### src/rtl/dpvs_pkg.sv
`default_nettype none
package dpvs_pkg;
  localparam int NumElements  = 7;
  localparam int VecMax       = 7;
  localparam int FractionBits = 16;
  localparam int DataW        = 32;
  localparam int LimW         = 31;
  localparam int MagW         = 32;
  localparam int RatioW       = FractionBits + 1;
  localparam int QDepth       = 2;

  typedef struct packed {
    logic signed [DataW-1:0] x_6;
    logic signed [DataW-1:0] x_5;
    logic signed [DataW-1:0] x_4;
    logic signed [DataW-1:0] x_3;
    logic signed [DataW-1:0] x_2;
    logic signed [DataW-1:0] x_1;
    logic signed [DataW-1:0] x_0;
  } in_item_t;

  typedef struct packed {
    logic                    was_scaled;
    logic signed [DataW-1:0] y_6;
    logic signed [DataW-1:0] y_5;
    logic signed [DataW-1:0] y_4;
    logic signed [DataW-1:0] y_3;
    logic signed [DataW-1:0] y_2;
    logic signed [DataW-1:0] y_1;
    logic signed [DataW-1:0] y_0;
  } out_item_t;

  typedef logic [VecMax-1:0][LimW-1:0] limits_t;
  typedef logic [VecMax-1:0][DataW-1:0] vec_t;

  typedef struct packed {
    vec_t              x;
    logic              scale;
    logic [LimW-1:0]   lim;
    logic [MagW-1:0]   mag;
  } job_t;

  function automatic logic [MagW-1:0] mag_of(logic [DataW-1:0] v);
    return v[DataW-1] ? MagW'(~v + 1'b1) : v;
  endfunction

  function automatic vec_t unpack_in(in_item_t it);
    vec_t v;
    v[0] = it.x_0; v[1] = it.x_1; v[2] = it.x_2; v[3] = it.x_3;
    v[4] = it.x_4; v[5] = it.x_5; v[6] = it.x_6;
    return v;
  endfunction
endpackage
`default_nettype wire

### src/rtl/dpvs_queue.sv
`default_nettype none
module dpvs_queue (
  input  wire logic           clk_i,
  input  wire logic           rst_ni,
  input  wire logic           wr_valid_i,
  output logic                wr_ready_o,
  input  wire dpvs_pkg::job_t wr_data_i,
  output logic                rd_valid_o,
  input  wire logic           rd_ready_i,
  output dpvs_pkg::job_t      rd_data_o
);
  import dpvs_pkg::*;
  job_t mem_q [QDepth];
  logic wp_q, rp_q;
  logic [1:0] cnt_q;
  logic wr, rd;

  assign wr_ready_o = cnt_q != 2'(QDepth);
  assign rd_valid_o = cnt_q != '0;
  assign wr = wr_valid_i && wr_ready_o;
  assign rd = rd_valid_o && rd_ready_i;
  assign rd_data_o = mem_q[rp_q];

  always_ff @(posedge clk_i) if (wr) mem_q[wp_q] <= wr_data_i;

  always_ff @(posedge clk_i or negedge rst_ni) begin
    if (!rst_ni) begin
      wp_q <= 1'b0; rp_q <= 1'b0; cnt_q <= '0;
    end else begin
      if (wr) wp_q <= ~wp_q;
      if (rd) rp_q <= ~rp_q;
      cnt_q <= cnt_q + 2'(wr) - 2'(rd);
    end
  end

  assert property (@(posedge clk_i) disable iff (!rst_ni) cnt_q <= 2'(QDepth));
  assert property (@(posedge clk_i) disable iff (!rst_ni)
    wr && !rd |=> cnt_q == $past(cnt_q) + 2'd1);
  assert property (@(posedge clk_i) disable iff (!rst_ni)
    (cnt_q == '0 || cnt_q == 2'(QDepth)) |-> wp_q == rp_q);
endmodule
`default_nettype wire

### config.mk
export PLATFORM = sky130hd
export DESIGN_NAME = dpvs_queue
export DESIGN_NICKNAME = d
export VERILOG_FILES = /design/src/rtl/dpvs_pkg.sv /design/src/rtl/dpvs_queue.sv
export SDC_FILE = /design/constraint.sdc
export NUM_CORES = 1
export LEC_CHECK = 0
export BUFFER_PORTS_ARGS = -buffer_cell sky130_fd_sc_hd__buf_2
export CAP_MARGIN = 20
export CORE_ASPECT_RATIO = 1.1
export CORE_UTILIZATION = 25
export CTS_CLUSTER_DIAMETER = 100
export DETAILED_ROUTE_END_ITERATION = 8
export GPL_TIMING_DRIVEN = 0
export PLACE_DENSITY_LB_ADDON = 0.1
export SYNTH_ARGS = -nofsm -noshare
export SYNTH_HDL_FRONTEND = slang
export SYNTH_SLANG_ARGS = --single-unit
### constraint.sdc
create_clock -name clk_i -period 34.8 [get_ports clk_i]
set_input_delay 5.22 -clock clk_i [delete_from_list [all_inputs] [get_ports clk_i]]
set_output_delay 5.22 -clock clk_i [all_outputs]
set_load 0.02 [all_outputs]
# After elaboration in Yosys (flattened, before gate mapping)
# Memory sizes are Yosys's and may differ from the RTL's.
# Index checks and enable logic that the tools add are counted.
[totals] output_inout_bits=290 register_bits=4 wordCells=14 memories=1 rom_bits=0 latch_bits=0 mem_bits_rw=576 input_bits=292
[op_classes] multipliers=0 shift=0 add_sub_neg=2 n_eq_ne=1 muxes=2 magnitude_cmp=0 reduce_logical=3 div_mod_pow=0 bitwise=2
[memory_table] name="mem_q" depth=2 word_bits=288 rd=1 rd_clocked_by_memory_dff=0 write_ports=1 line="dpvs_queue.sv:13" text="job_t mem_q [QDepth];"
[op_table] op="2-bit by 1-bit adder with 2-bit output" count=1
[op_table] op="1-bit logical AND" count=2
[op_table] op="1-bit 2-to-1 mux" count=2
[op_table] op="2-bit != test, second input constant" count=1
[op_table] op="1-bit inverter" count=2
[op_table] op="2-bit nonzero test" count=1
[op_table] op="2-bit by 1-bit subtractor with 2-bit output" count=1

# Longest topological paths before layout
# Gate-level depths: netlist of run 1.
[depth] ltp_word=4 ltp_mapped=7 depth_no_buf=7

# Least setup slack after synthesis of run 1
# Ideal clock, no wire load.
[synth_path] path_kind="input-to-reg" startpoint="input wr_valid_i" endpoint="memory mem_q[0][0] in the netlist's numbering, enable pin" setup_time_ps=943 path_slack_ps=16612 path_stages=2 arrival_ps=17244 cell_sequence="nand2_1 -> nor2_1"
[synth_via] elab_chain_len=3
[synth_lines] item="start, declared" line="dpvs_queue.sv:5" text="input wire logic wr_valid_i,"
[synth_lines] item="1-bit logical AND" line="dpvs_queue.sv:20" text="assign wr = wr_valid_i && wr_ready_o;"
[synth_lines] item="1-bit 2-to-1 mux" line="dpvs_queue.sv:24" text="always_ff @(posedge clk_i) if (wr) mem_q[wp_q] <= wr_data_i;"
[synth_lines] item="1-bit 2-to-1 mux (not written as such)" line="dpvs_queue.sv:24"
[synth_lines] item="end, declared" line="dpvs_queue.sv:13"
# Every way passes these cells.

==> results of run 1 <==
[layout make-up]
class                   count  area, um^2
fillers                  8473       57700
plain buffers              32         317
repair buffers            599        3310
clock buffers              82        1820
flip-flops and latches    580       17400
diodes                      6        15.0
multi-input cells         300        4100
inverters                   1        3.75
well taps                1150        1440
clock inverters            38         313
[layer usage]
| layer | share of wire (%) | up-vias |
|---|---|---|
| met3 | 8.2 | 107 |
| met5 | 0.28 | - |
| met2 | 54 | 376 |
| li1 | - | 5021 |
| met1 | 35 | 5544 |
| met4 | 2.9 | 22 |
[metrics by stage]
stage                     hold WS, ns  util (%)
after floorplan                 0.461         -
after detailed placement        0.510      30.7
after global placement          0.475      30.3
final                           0.516      33.2
after global routing            0.570      33.2
after CTS                       0.524      33.2
[registers in the layout (all words and copies together) (netlist names)]
register  cells
mem_q       576
cnt_q         2
rp_q          1
wp_q          1
[cell usage in the layout (no fill, tap or decap), drive strengths merged, types with 2 or more instances in the layout]
cell	n
clkinv	28
dfrtp	4
xnor2	3
inv	6
mux2	288
clkbuf	82
buf	631
diode	6
bufinv	4
ha	2
edfxtp	576
[worst paths after layout]
check / start / to / slack, ns / cells after the start
max in group asynchronous: rst_ni / cnt_q[0]$_DFF_PN0_ / 30.26 / 1
hold / removal: cnt_q[0]$_DFF_PN0_ / cnt_q[0]$_DFF_PN0_ / 0.52 / 1
setup reg to reg: cnt_q[1]$_DFF_PN0_ / mem_q[1][130]$_DFFE_PP_ / 32.50 / 5
hold reg to reg: cnt_q[0]$_DFF_PN0_ / cnt_q[0]$_DFF_PN0_ / 0.52 / 1
setup / recovery: rp_q$_DFFE_PN0P_ / rd_data_o[271] / 27.49 / 5
min in group asynchronous: rst_ni / cnt_q[1]$_DFF_PN0_ / 4.42 / 1
[power by group]
part           internal [mW]  switching (mW)
combinational          0.396           0.550
sequential             0.952          0.0310
clock                  0.403           0.282
[worst reg2reg max path: cells and delay by family (launching register included)]
family        cells  cell delay (ns)
buf+inv           3             0.89
simple gates      2             0.64
flops             1             0.39
[cells by family after synthesis]
kind of cell,after synthesis
DFF,580
xor gates and xnor gates,4
adders and majority gates,2
buffers and inverters,33
and+or+nand+nor,6
muxes,288
==> results by group, run 1 <==
Status
  • Status: finished clean

GRT
  • Vias in the first global route: 12.0k
  • First-pass GRT wire length: 80200 um
  • Congestion Overflow GR: 0
  • Met2 usage: 22.5%
  • Initial antenna violation count: 20
  • Global route hottest layer: met2
  • Largest net degree at the start of global routing: 57
  • M1 GR Usage: 12.4%
  • Total GRT Usage: 12.4%
  • Met3 usage: 4.97%

Final layout
  • Area delta synth->final: 31.7%
  • Final nets: 1878
  • Non-Filler Instances: 2788
  • Share of cells above drive strength 1: 62.1%
  • Design area: 28700 um^2

Drt
  • DRC Markers: 0
  • DR iter-0 viols: 332
  • Vias per inst: 3.97
  • Antenna Nets Post-Route: 0
  • DRT Wirelength: 55800 um
  • Via Count: 11.1k
  • Pre-antenna DRT Iters: 4
  • Avg WL per Cell: 20.0 um

Setup path
  • Critical path type: register to primary output
  • Worst-path cell chain: buf_6 -> buf_6 -> buf_6 -> mux2_2 -> buf_2
  • CP max-delay cell: mux2_2
  • Max incr delay on CP: 0.36 ns
  • Required @ worst endpoint: 29.58 ns
  • Startpoint Class: register
  • Crit-path max FO: 11
  • CP Capture Type: primary output
  • Buf/Inv on CP: 4
  • CP top delay family: buffers and inverters
  • Worst EP arrival: 2.09 ns
  • CP dominant cell by count: buf_6

Synthesis
  • Synth area leader: edfxtp_1
  • Post-synth top flop: edfxtp_1
  • Syn_nets: 1207
  • Sequential area share after synthesis: 79.8%
  • Mapped cell area: 21800 um^2
  • Post-synth cell types: 16
  • Synth Register Bits: 580
  • Top-count cell post-synth: edfxtp_1
  • Mux contribution to synthesized area: 18.3%
  • Ys Warns: 0
  • Number of synthesized flops with an enable pin: 576
  • Mapped Avg Cell Area: 23.9 um^2
  • Complex-gate fraction of the synthesized area: 0%
  • Top post-synthesis cells by area: edfxtp_1, mux2_4, mux2_2, buf_6, dfrtp_1
  • Post-synthesis xor/xnor area fraction: 0.161%
  • Post-Synth Adder-Cell Area: 0.115%
  • Post-synthesis simple-gate area fraction: 0.149%
  • Yosys top cell area share: 79.3%
  • Synth cell count leaders: edfxtp_1, mux2_4, mux2_2
  • Cells after Synth: 913
  • Main combinational cell family by area after synthesis: multiplexers
  • Post-synthesis async set-or-reset flop share: 0.690%

STA
  • Tcrit/Tclk final: 21.0%
  • Setup ws final: 27.49 ns
  • Slew HR: 64.4%
  • Worst-case clock skew: 0.0153 ns
  • Max Clock Freq: 0.137 GHz
  • TNS Setup: 0 ns
  • Final setup vio count: 0
  • Hold Fails Final Rpt: 0
  • Fin crit period: 7.31 ns
  • RSZ-0062 raised after global routing: false
  • Tightest Pin Transition: 0.533 ns
  • Final Max Tran Viols: 0

Floorplanning
  • Chip height: 312 um
  • Chip Width: 284 um
  • IO Pins: 582
  • Die area: 88400 um^2
  • Core ar.: 86400 um^2
  • Initial Util: 25.2%
  • Num rows: 113

Placement
  • GP Congestion: 0.719
  • Detailed placer's ending HPWL: 40200 um
  • Dpl cells: 2662
  • DP Worst Slack: 27.63 ns
  • Placed instance area: 26600 um^2
  • Port bufs: 581

Power and ir drop
  • Total Power: 2.61 mW
  • Leak: 11.1 nW
  • PD cells: 91.0 nW/um^2
  • Peak supply drop: 42.6 uV

Clock network
  • TritonCTS clock tree: done
  • Clock buffer depth: 3
  • Postcts setup bufs: 0
  • CTS buffer count: 70
  • CTS Hold Bufs: 0
  • Post-cts resize count: 0
  • CTS sink cnt: 580
  • CTS H-Tree Depth: 3
  • Clock-pin transition on the worst setup and hold timing paths: 0.05 ns
  • Clock Latency Late Sink: 0.59 ns
  • Root Driver: clkbuf_16

Worst hold path
  • HP Class: register to register

Flow run
  • Max-Cap Viols: 0
No activity file was read; power rests on OpenSTA's default activity.
==> run 2, diff against run 1 <==
Clock period 34.8 ns to 5.9 ns, I/O delays scaled along.
==> results by group, run 2 (synthesis gave the netlist of run 1 again) <==
Setup path
  • Worst EP arrival: 2.10 ns
  • Startpoint Class: register
  • CP Capture Type: primary output
  • Required @ worst endpoint: 5.02 ns
  • Critical path type: register to primary output
  • Crit-path max FO: 10

Power and ir drop
  • Sw Ratio: 32.9%
  • Sw Pwr: 5.07 mW
  • Sequential power share: 37.6%
  • Peak supply drop: 245 uV
  • Clock Power Share: 26.3%
  • Comb pwr share: 36.1%
  • PD cells: 537 nW/um^2
  • Leak: 11.1 nW
  • Internal Power: 10.4 mW

Clock network
  • Clock Latency Late Sink: 0.61 ns
  • Post-cts resize count: 0
  • CTS Hold Bufs: 0
  • CTS sink cnt: 580
  • Clock-pin transition on the worst setup and hold timing paths: 0.06 ns
  • CTS H-Tree Depth: 3
  • Root Driver: clkbuf_16
  • Clock buffer depth: 3
  • CTS buffer count: 70
  • TritonCTS clock tree: done
  • Postcts setup bufs: 0

Worst hold path
  • HP Class: primary input to async pin

Floorplanning
  • Chip Width: 284 um
  • Core ar.: 86400 um^2
  • IO Pins: 582
  • Initial Util: 25.2%
  • Die area: 88400 um^2
  • Chip height: 312 um
  • Num rows: 113

Status
  • Status: finished clean

GRT
  • Congestion Overflow GR: 0
  • Initial antenna violation count: 18
  • Largest net degree at the start of global routing: 56
  • First-pass GRT wire length: 78400 um
  • Total GRT Usage: 12.2%
  • Vias in the first global route: 11.6k

STA
  • Final Max Tran Viols: 0
  • Tightest Pin Transition: 0.591 ns
  • Fin crit period: 2.98 ns
  • Slew HR: 60.5%
  • Worst-case clock skew: 0.0258 ns
  • TNS Setup: 0 ns
  • Setup ws final: 2.92 ns
  • Max Clock Freq: 0.335 GHz
  • Tcrit/Tclk final: 50.6%
  • Hold Fails Final Rpt: 0
  • Final setup vio count: 0
  • RSZ-0062 raised after global routing: false

Final layout
  • Largest regs: mem_q: 576 flops, cnt_q: 2 flops
  • Area delta synth->final: 31.8%
  • Final nets: 1878
  • Filler Cells Inserted: 8453
  • Most frequent cells in the layout: buf_2, edfxtp_1, mux2_4
  • Largest Register: mem_q
  • Max FFs per register: 576
  • Commonest non-fill, non-tap cell in the layout: buf_2
  • Share of cells above drive strength 1: 62.3%

Drt
  • Antenna Nets Post-Route: 0
  • Pre-antenna DRT Iters: 4
  • DRT Wirelength: 55200 um
  • DR iter-0 viols: 398
  • Vias per inst: 3.95
  • Via Count: 11.0k
  • Avg WL per Cell: 19.8 um
  • DRC Markers: 0

Placement
  • GP Congestion: 0.701
  • Detailed placer's ending HPWL: 39800 um
  • DP Worst Slack: 2.50 ns
  • Port bufs: 581

Flow run
  • Max-Cap Viols: 0
run 2: worst max-delay path, cell delays in order (launching register included):
cell and delay, ns:
dfrtp_1 0.33, buf_6 0.16, buf_6 0.24, buf_6 0.24, mux2_4 0.33, buf_2 0.17
run 2: layer usage:
layer / up-vias / wire (um) / track usage, %
met2: 376 / 29400 / 22.1
met3: 114 / 4670 / 4.95
met1: 5462 / 19300 / 12.1
met4: 18 / 1670 / 5.36
li1: 5028 / - / -
met5: - / 120 / 0
run 2: stage by stage:
stage	cell area [um^2]	hold WS, ns	utilization [%]	total power [mW]	instances
detailed placement	26600	0.541	30.8	11.6	2662
global route	28700	0.0417	33.3	16.2	2784
floorplan	21800	0.483	-	9.71	913
global placement	26200	0.509	30.3	11.7	2644
CTS	28700	0.0110	33.3	15.8	2781
finish	28700	0.0759	33.3	15.4	2787
run 2: final timing paths:
check,startpoint,cells past startpoint,endpoint,slack [ns]
setup / recovery,rp_q$_DFFE_PN0P_,5,rd_data_o[238],2.92
min in group clk_i,wr_data_i[15],1,mem_q[0][15]$_DFFE_PP_,0.46
hold reg to reg,cnt_q[0]$_DFF_PN0_,1,cnt_q[0]$_DFF_PN0_,0.55
setup reg to reg,cnt_q[1]$_DFF_PN0_,9,mem_q[0][109]$_DFFE_PP_,3.05
max in group asynchronous,rst_ni,1,rp_q$_DFFE_PN0P_,5.68
hold / removal,rst_ni,1,cnt_q[1]$_DFF_PN0_,0.08
run 2: layout make-up:
| cell class | count | area, um^2 | share of cell area, % |
|---|---|---|---|
| inverter | 1 | 3.75 | 0.0131 |
| sequential | 580 | 17400 | 60.5 |
| multi-input combinational | 300 | 4100 | 14.3 |
| clock buffer | 84 | 1850 | 6.43 |
| buffer | 32 | 317 | 1.10 |
| timing repair buffer | 599 | 3330 | 11.6 |
| clock inverter | 35 | 295 | 1.03 |
| antenna | 6 | 15.0 | 0.0522 |
| tap | 1150 | 1440 | 5.01 |
run 2: power groups by stage:
stage / clock network (mW) / registers, mW / logic, mW
2_1_floorplan: 0 / 6.00 / 3.71
3_3_place_gp: 0 / 6.16 / 5.53
3_5_place_dp: 0 / 5.89 / 5.75
4_1_cts: 4.23 / 5.81 / 5.77
5_1_grt: 4.36 / 5.88 / 5.94
6_report: 4.05 / 5.80 / 5.58
==> run 3, diff against run 2 <==
Clock period 5.9 ns to 2.46 ns, I/O delays scaled along.
==> results by group, run 3 (synthesis gave the netlist of run 1 again) <==
Floorplanning
  • Initial Util: 25.2%
  • IO Pins: 582
  • Num rows: 113
  • Chip Width: 284 um
  • Chip height: 312 um
  • Die area: 88400 um^2
  • Core ar.: 86400 um^2

Drt
  • Avg WL per Cell: 18.8 um
  • Vias per inst: 3.91
  • DR iter-0 viols: 417
  • DRC Markers: 0
  • Antenna Nets Post-Route: 0
  • Via Count: 12.0k
  • DRT Wirelength: 57700 um
  • Pre-antenna DRT Iters: 4

Final layout
  • Most frequent cells in the layout: edfxtp_1, buf_2, dlygate4sd3_1
  • Commonest non-fill, non-tap cell in the layout: edfxtp_1
  • Antenna diode count: 0
  • Final nets: 2169
  • Share of cells above drive strength 1: 53.0%
  • Largest regs: mem_q: 576 flops, cnt_q: 2 flops
  • Max FFs per register: 576
  • Area delta synth->final: 46.1%
  • Filler Cells Inserted: 8249
  • Final Util: 36.9%
  • Largest Register: mem_q

Setup path
  • Crit-path max FO: 10
  • Critical path type: register to primary output
  • CP Capture Type: primary output
  • Required @ worst endpoint: 2.09 ns
  • Worst EP arrival: 2.00 ns
  • Startpoint Class: register

Power and ir drop
  • Peak supply drop: 579 uV
  • PD cells: 1190 nW/um^2
  • Sw Pwr: 12.5 mW
  • Sw Ratio: 32.8%
  • Sequential power share: 36.7%
  • Clock Power Share: 25.8%
  • Comb pwr share: 37.4%
  • Internal Power: 25.5 mW
  • Leak: 12.4 nW

GRT
  • Largest net degree at the start of global routing: 57
  • Vias in the first global route: 13.2k
  • First-pass GRT wire length: 84400 um
  • Congestion Overflow GR: 0
  • Initial antenna violation count: 3
  • Total GRT Usage: 12.8%

Status
  • Status: finished clean

Placement
  • Port bufs: 581
  • Detailed placer's ending HPWL: 40300 um
  • GP Congestion: 0.697
  • DP Worst Slack: -0.285 ns

Clock network
  • Root Driver: clkbuf_16
  • Clock-pin transition on the worst setup and hold timing paths: 0.05 ns
  • CTS sink cnt: 580
  • CTS buffer count: 70
  • CTS H-Tree Depth: 3
  • Clock buffer depth: 3
  • Clock Latency Late Sink: 0.60 ns
  • TritonCTS clock tree: done

STA
  • WHS: 0.134 ns
  • Setup ws final: 0.0860 ns
  • Worst-case clock skew: 0.0197 ns
  • Final Max Tran Viols: 0
  • Tightest Pin Transition: 0.725 ns
  • Slew HR: 51.7%
  • RSZ-0062 raised after global routing: true
  • Tcrit/Tclk final: 96.5%
  • Max Clock Freq: 0.421 GHz
  • Fin crit period: 2.37 ns
  • Final setup vio count: 0
  • Hold Fails Final Rpt: 0

Worst hold path
  • HP Class: primary input to register

Flow run
  • Max-Cap Viols: 0
## run 3: changes by cell type in the layout (fill, tap and decap cells not counted), moves of 8 or more
cell           before  now
buf_4               0   10
buf_12             10   18
buf_6              25    7
buf_8               0   14
buf_2             588  574
dlygate4sd3_1       0  289
## run 3: cell type report
class / count / area (um^2) / area share, %
sequential: 580 / 17400 / 54.6
timing repair buffer: 889 / 6270 / 19.7
multi-input combinational: 302 / 4130 / 13.0
clock buffer: 82 / 1820 / 5.71
tap: 1150 / 1440 / 4.52
buffer: 31 / 444 / 1.39
clock inverter: 39 / 348 / 1.09
inverter: 1 / 3.75 / 0.0118
## run 3: metrics by stage
stage               setup TNS (ns)  std cells  total power [mW]  instance area [um^2]
floorplan                 -1405.54        913              23.3                 21800
global placement          -3094.86       2644              24.9                 26200
detailed placement          -24.80       2661              28.0                 26600
CTS                         -0.414       3074              38.9                 31800
global route                -0.488       3074              39.8                 31800
finish                           0       3074              38.0                 31800
## run 3: routing by layer
layer  vias to the layer above  GRT usage, %  wire (um)
li1                       5601             -          -
met1                      5939          13.4      21300
met2                       374          24.0      31100
met3                        89          3.82       3740
met4                         6          4.95       1540
met5                         -             0         34
## run 3: repair_timing
item	CTS	global route
hold buffers	289	0
endpoints found under the setup margin	341	61
pin swaps	2	0
gates resized for setup	52	1
hold endpoints to repair	580	0
gates cloned	2	0
buffers inserted	2	0
## run 3: worst paths after layout
path / start / end / slack (ns) / cells past startpoint
worst min register to register: cnt_q[0]$_DFF_PN0_ / cnt_q[0]$_DFF_PN0_ / 0.53 / 1
worst max register to register: wp_q$_DFFE_PN0N_ / mem_q[1][256]$_DFFE_PP_ / 0.13 / 4
min in group asynchronous: rst_ni / wp_q$_DFFE_PN0N_ / 0.15 / 2
worst max-delay path: rp_q$_DFFE_PN0P_ / rd_data_o[222] / 0.09 / 5
worst min-delay path: wr_valid_i / wp_q$_DFFE_PN0N_ / 0.13 / 3
max in group asynchronous: rst_ni / cnt_q[1]$_DFF_PN0_ / 2.19 / 2
## run 3: power groups by stage
| stage | clock network [mW] | logic (mW) | registers, mW |
|---|---|---|---|
| after global placement | 0 | 11.5 | 13.5 |
| after detailed placement | 0 | 13.8 | 14.2 |
| after global routing | 10.6 | 15.1 | 14.1 |
| after floorplan | 0 | 8.92 | 14.4 |
| final | 9.82 | 14.2 | 13.9 |
| after CTS | 10.2 | 14.7 | 14.0 |
## run 3: critical path, stage by stage, from the launching register on
cell,delay [ns]
dfrtp_1,0.37
buf_12,0.17
buf_16,0.20
buf_8,0.19
mux2_4,0.31
buf_2,0.16
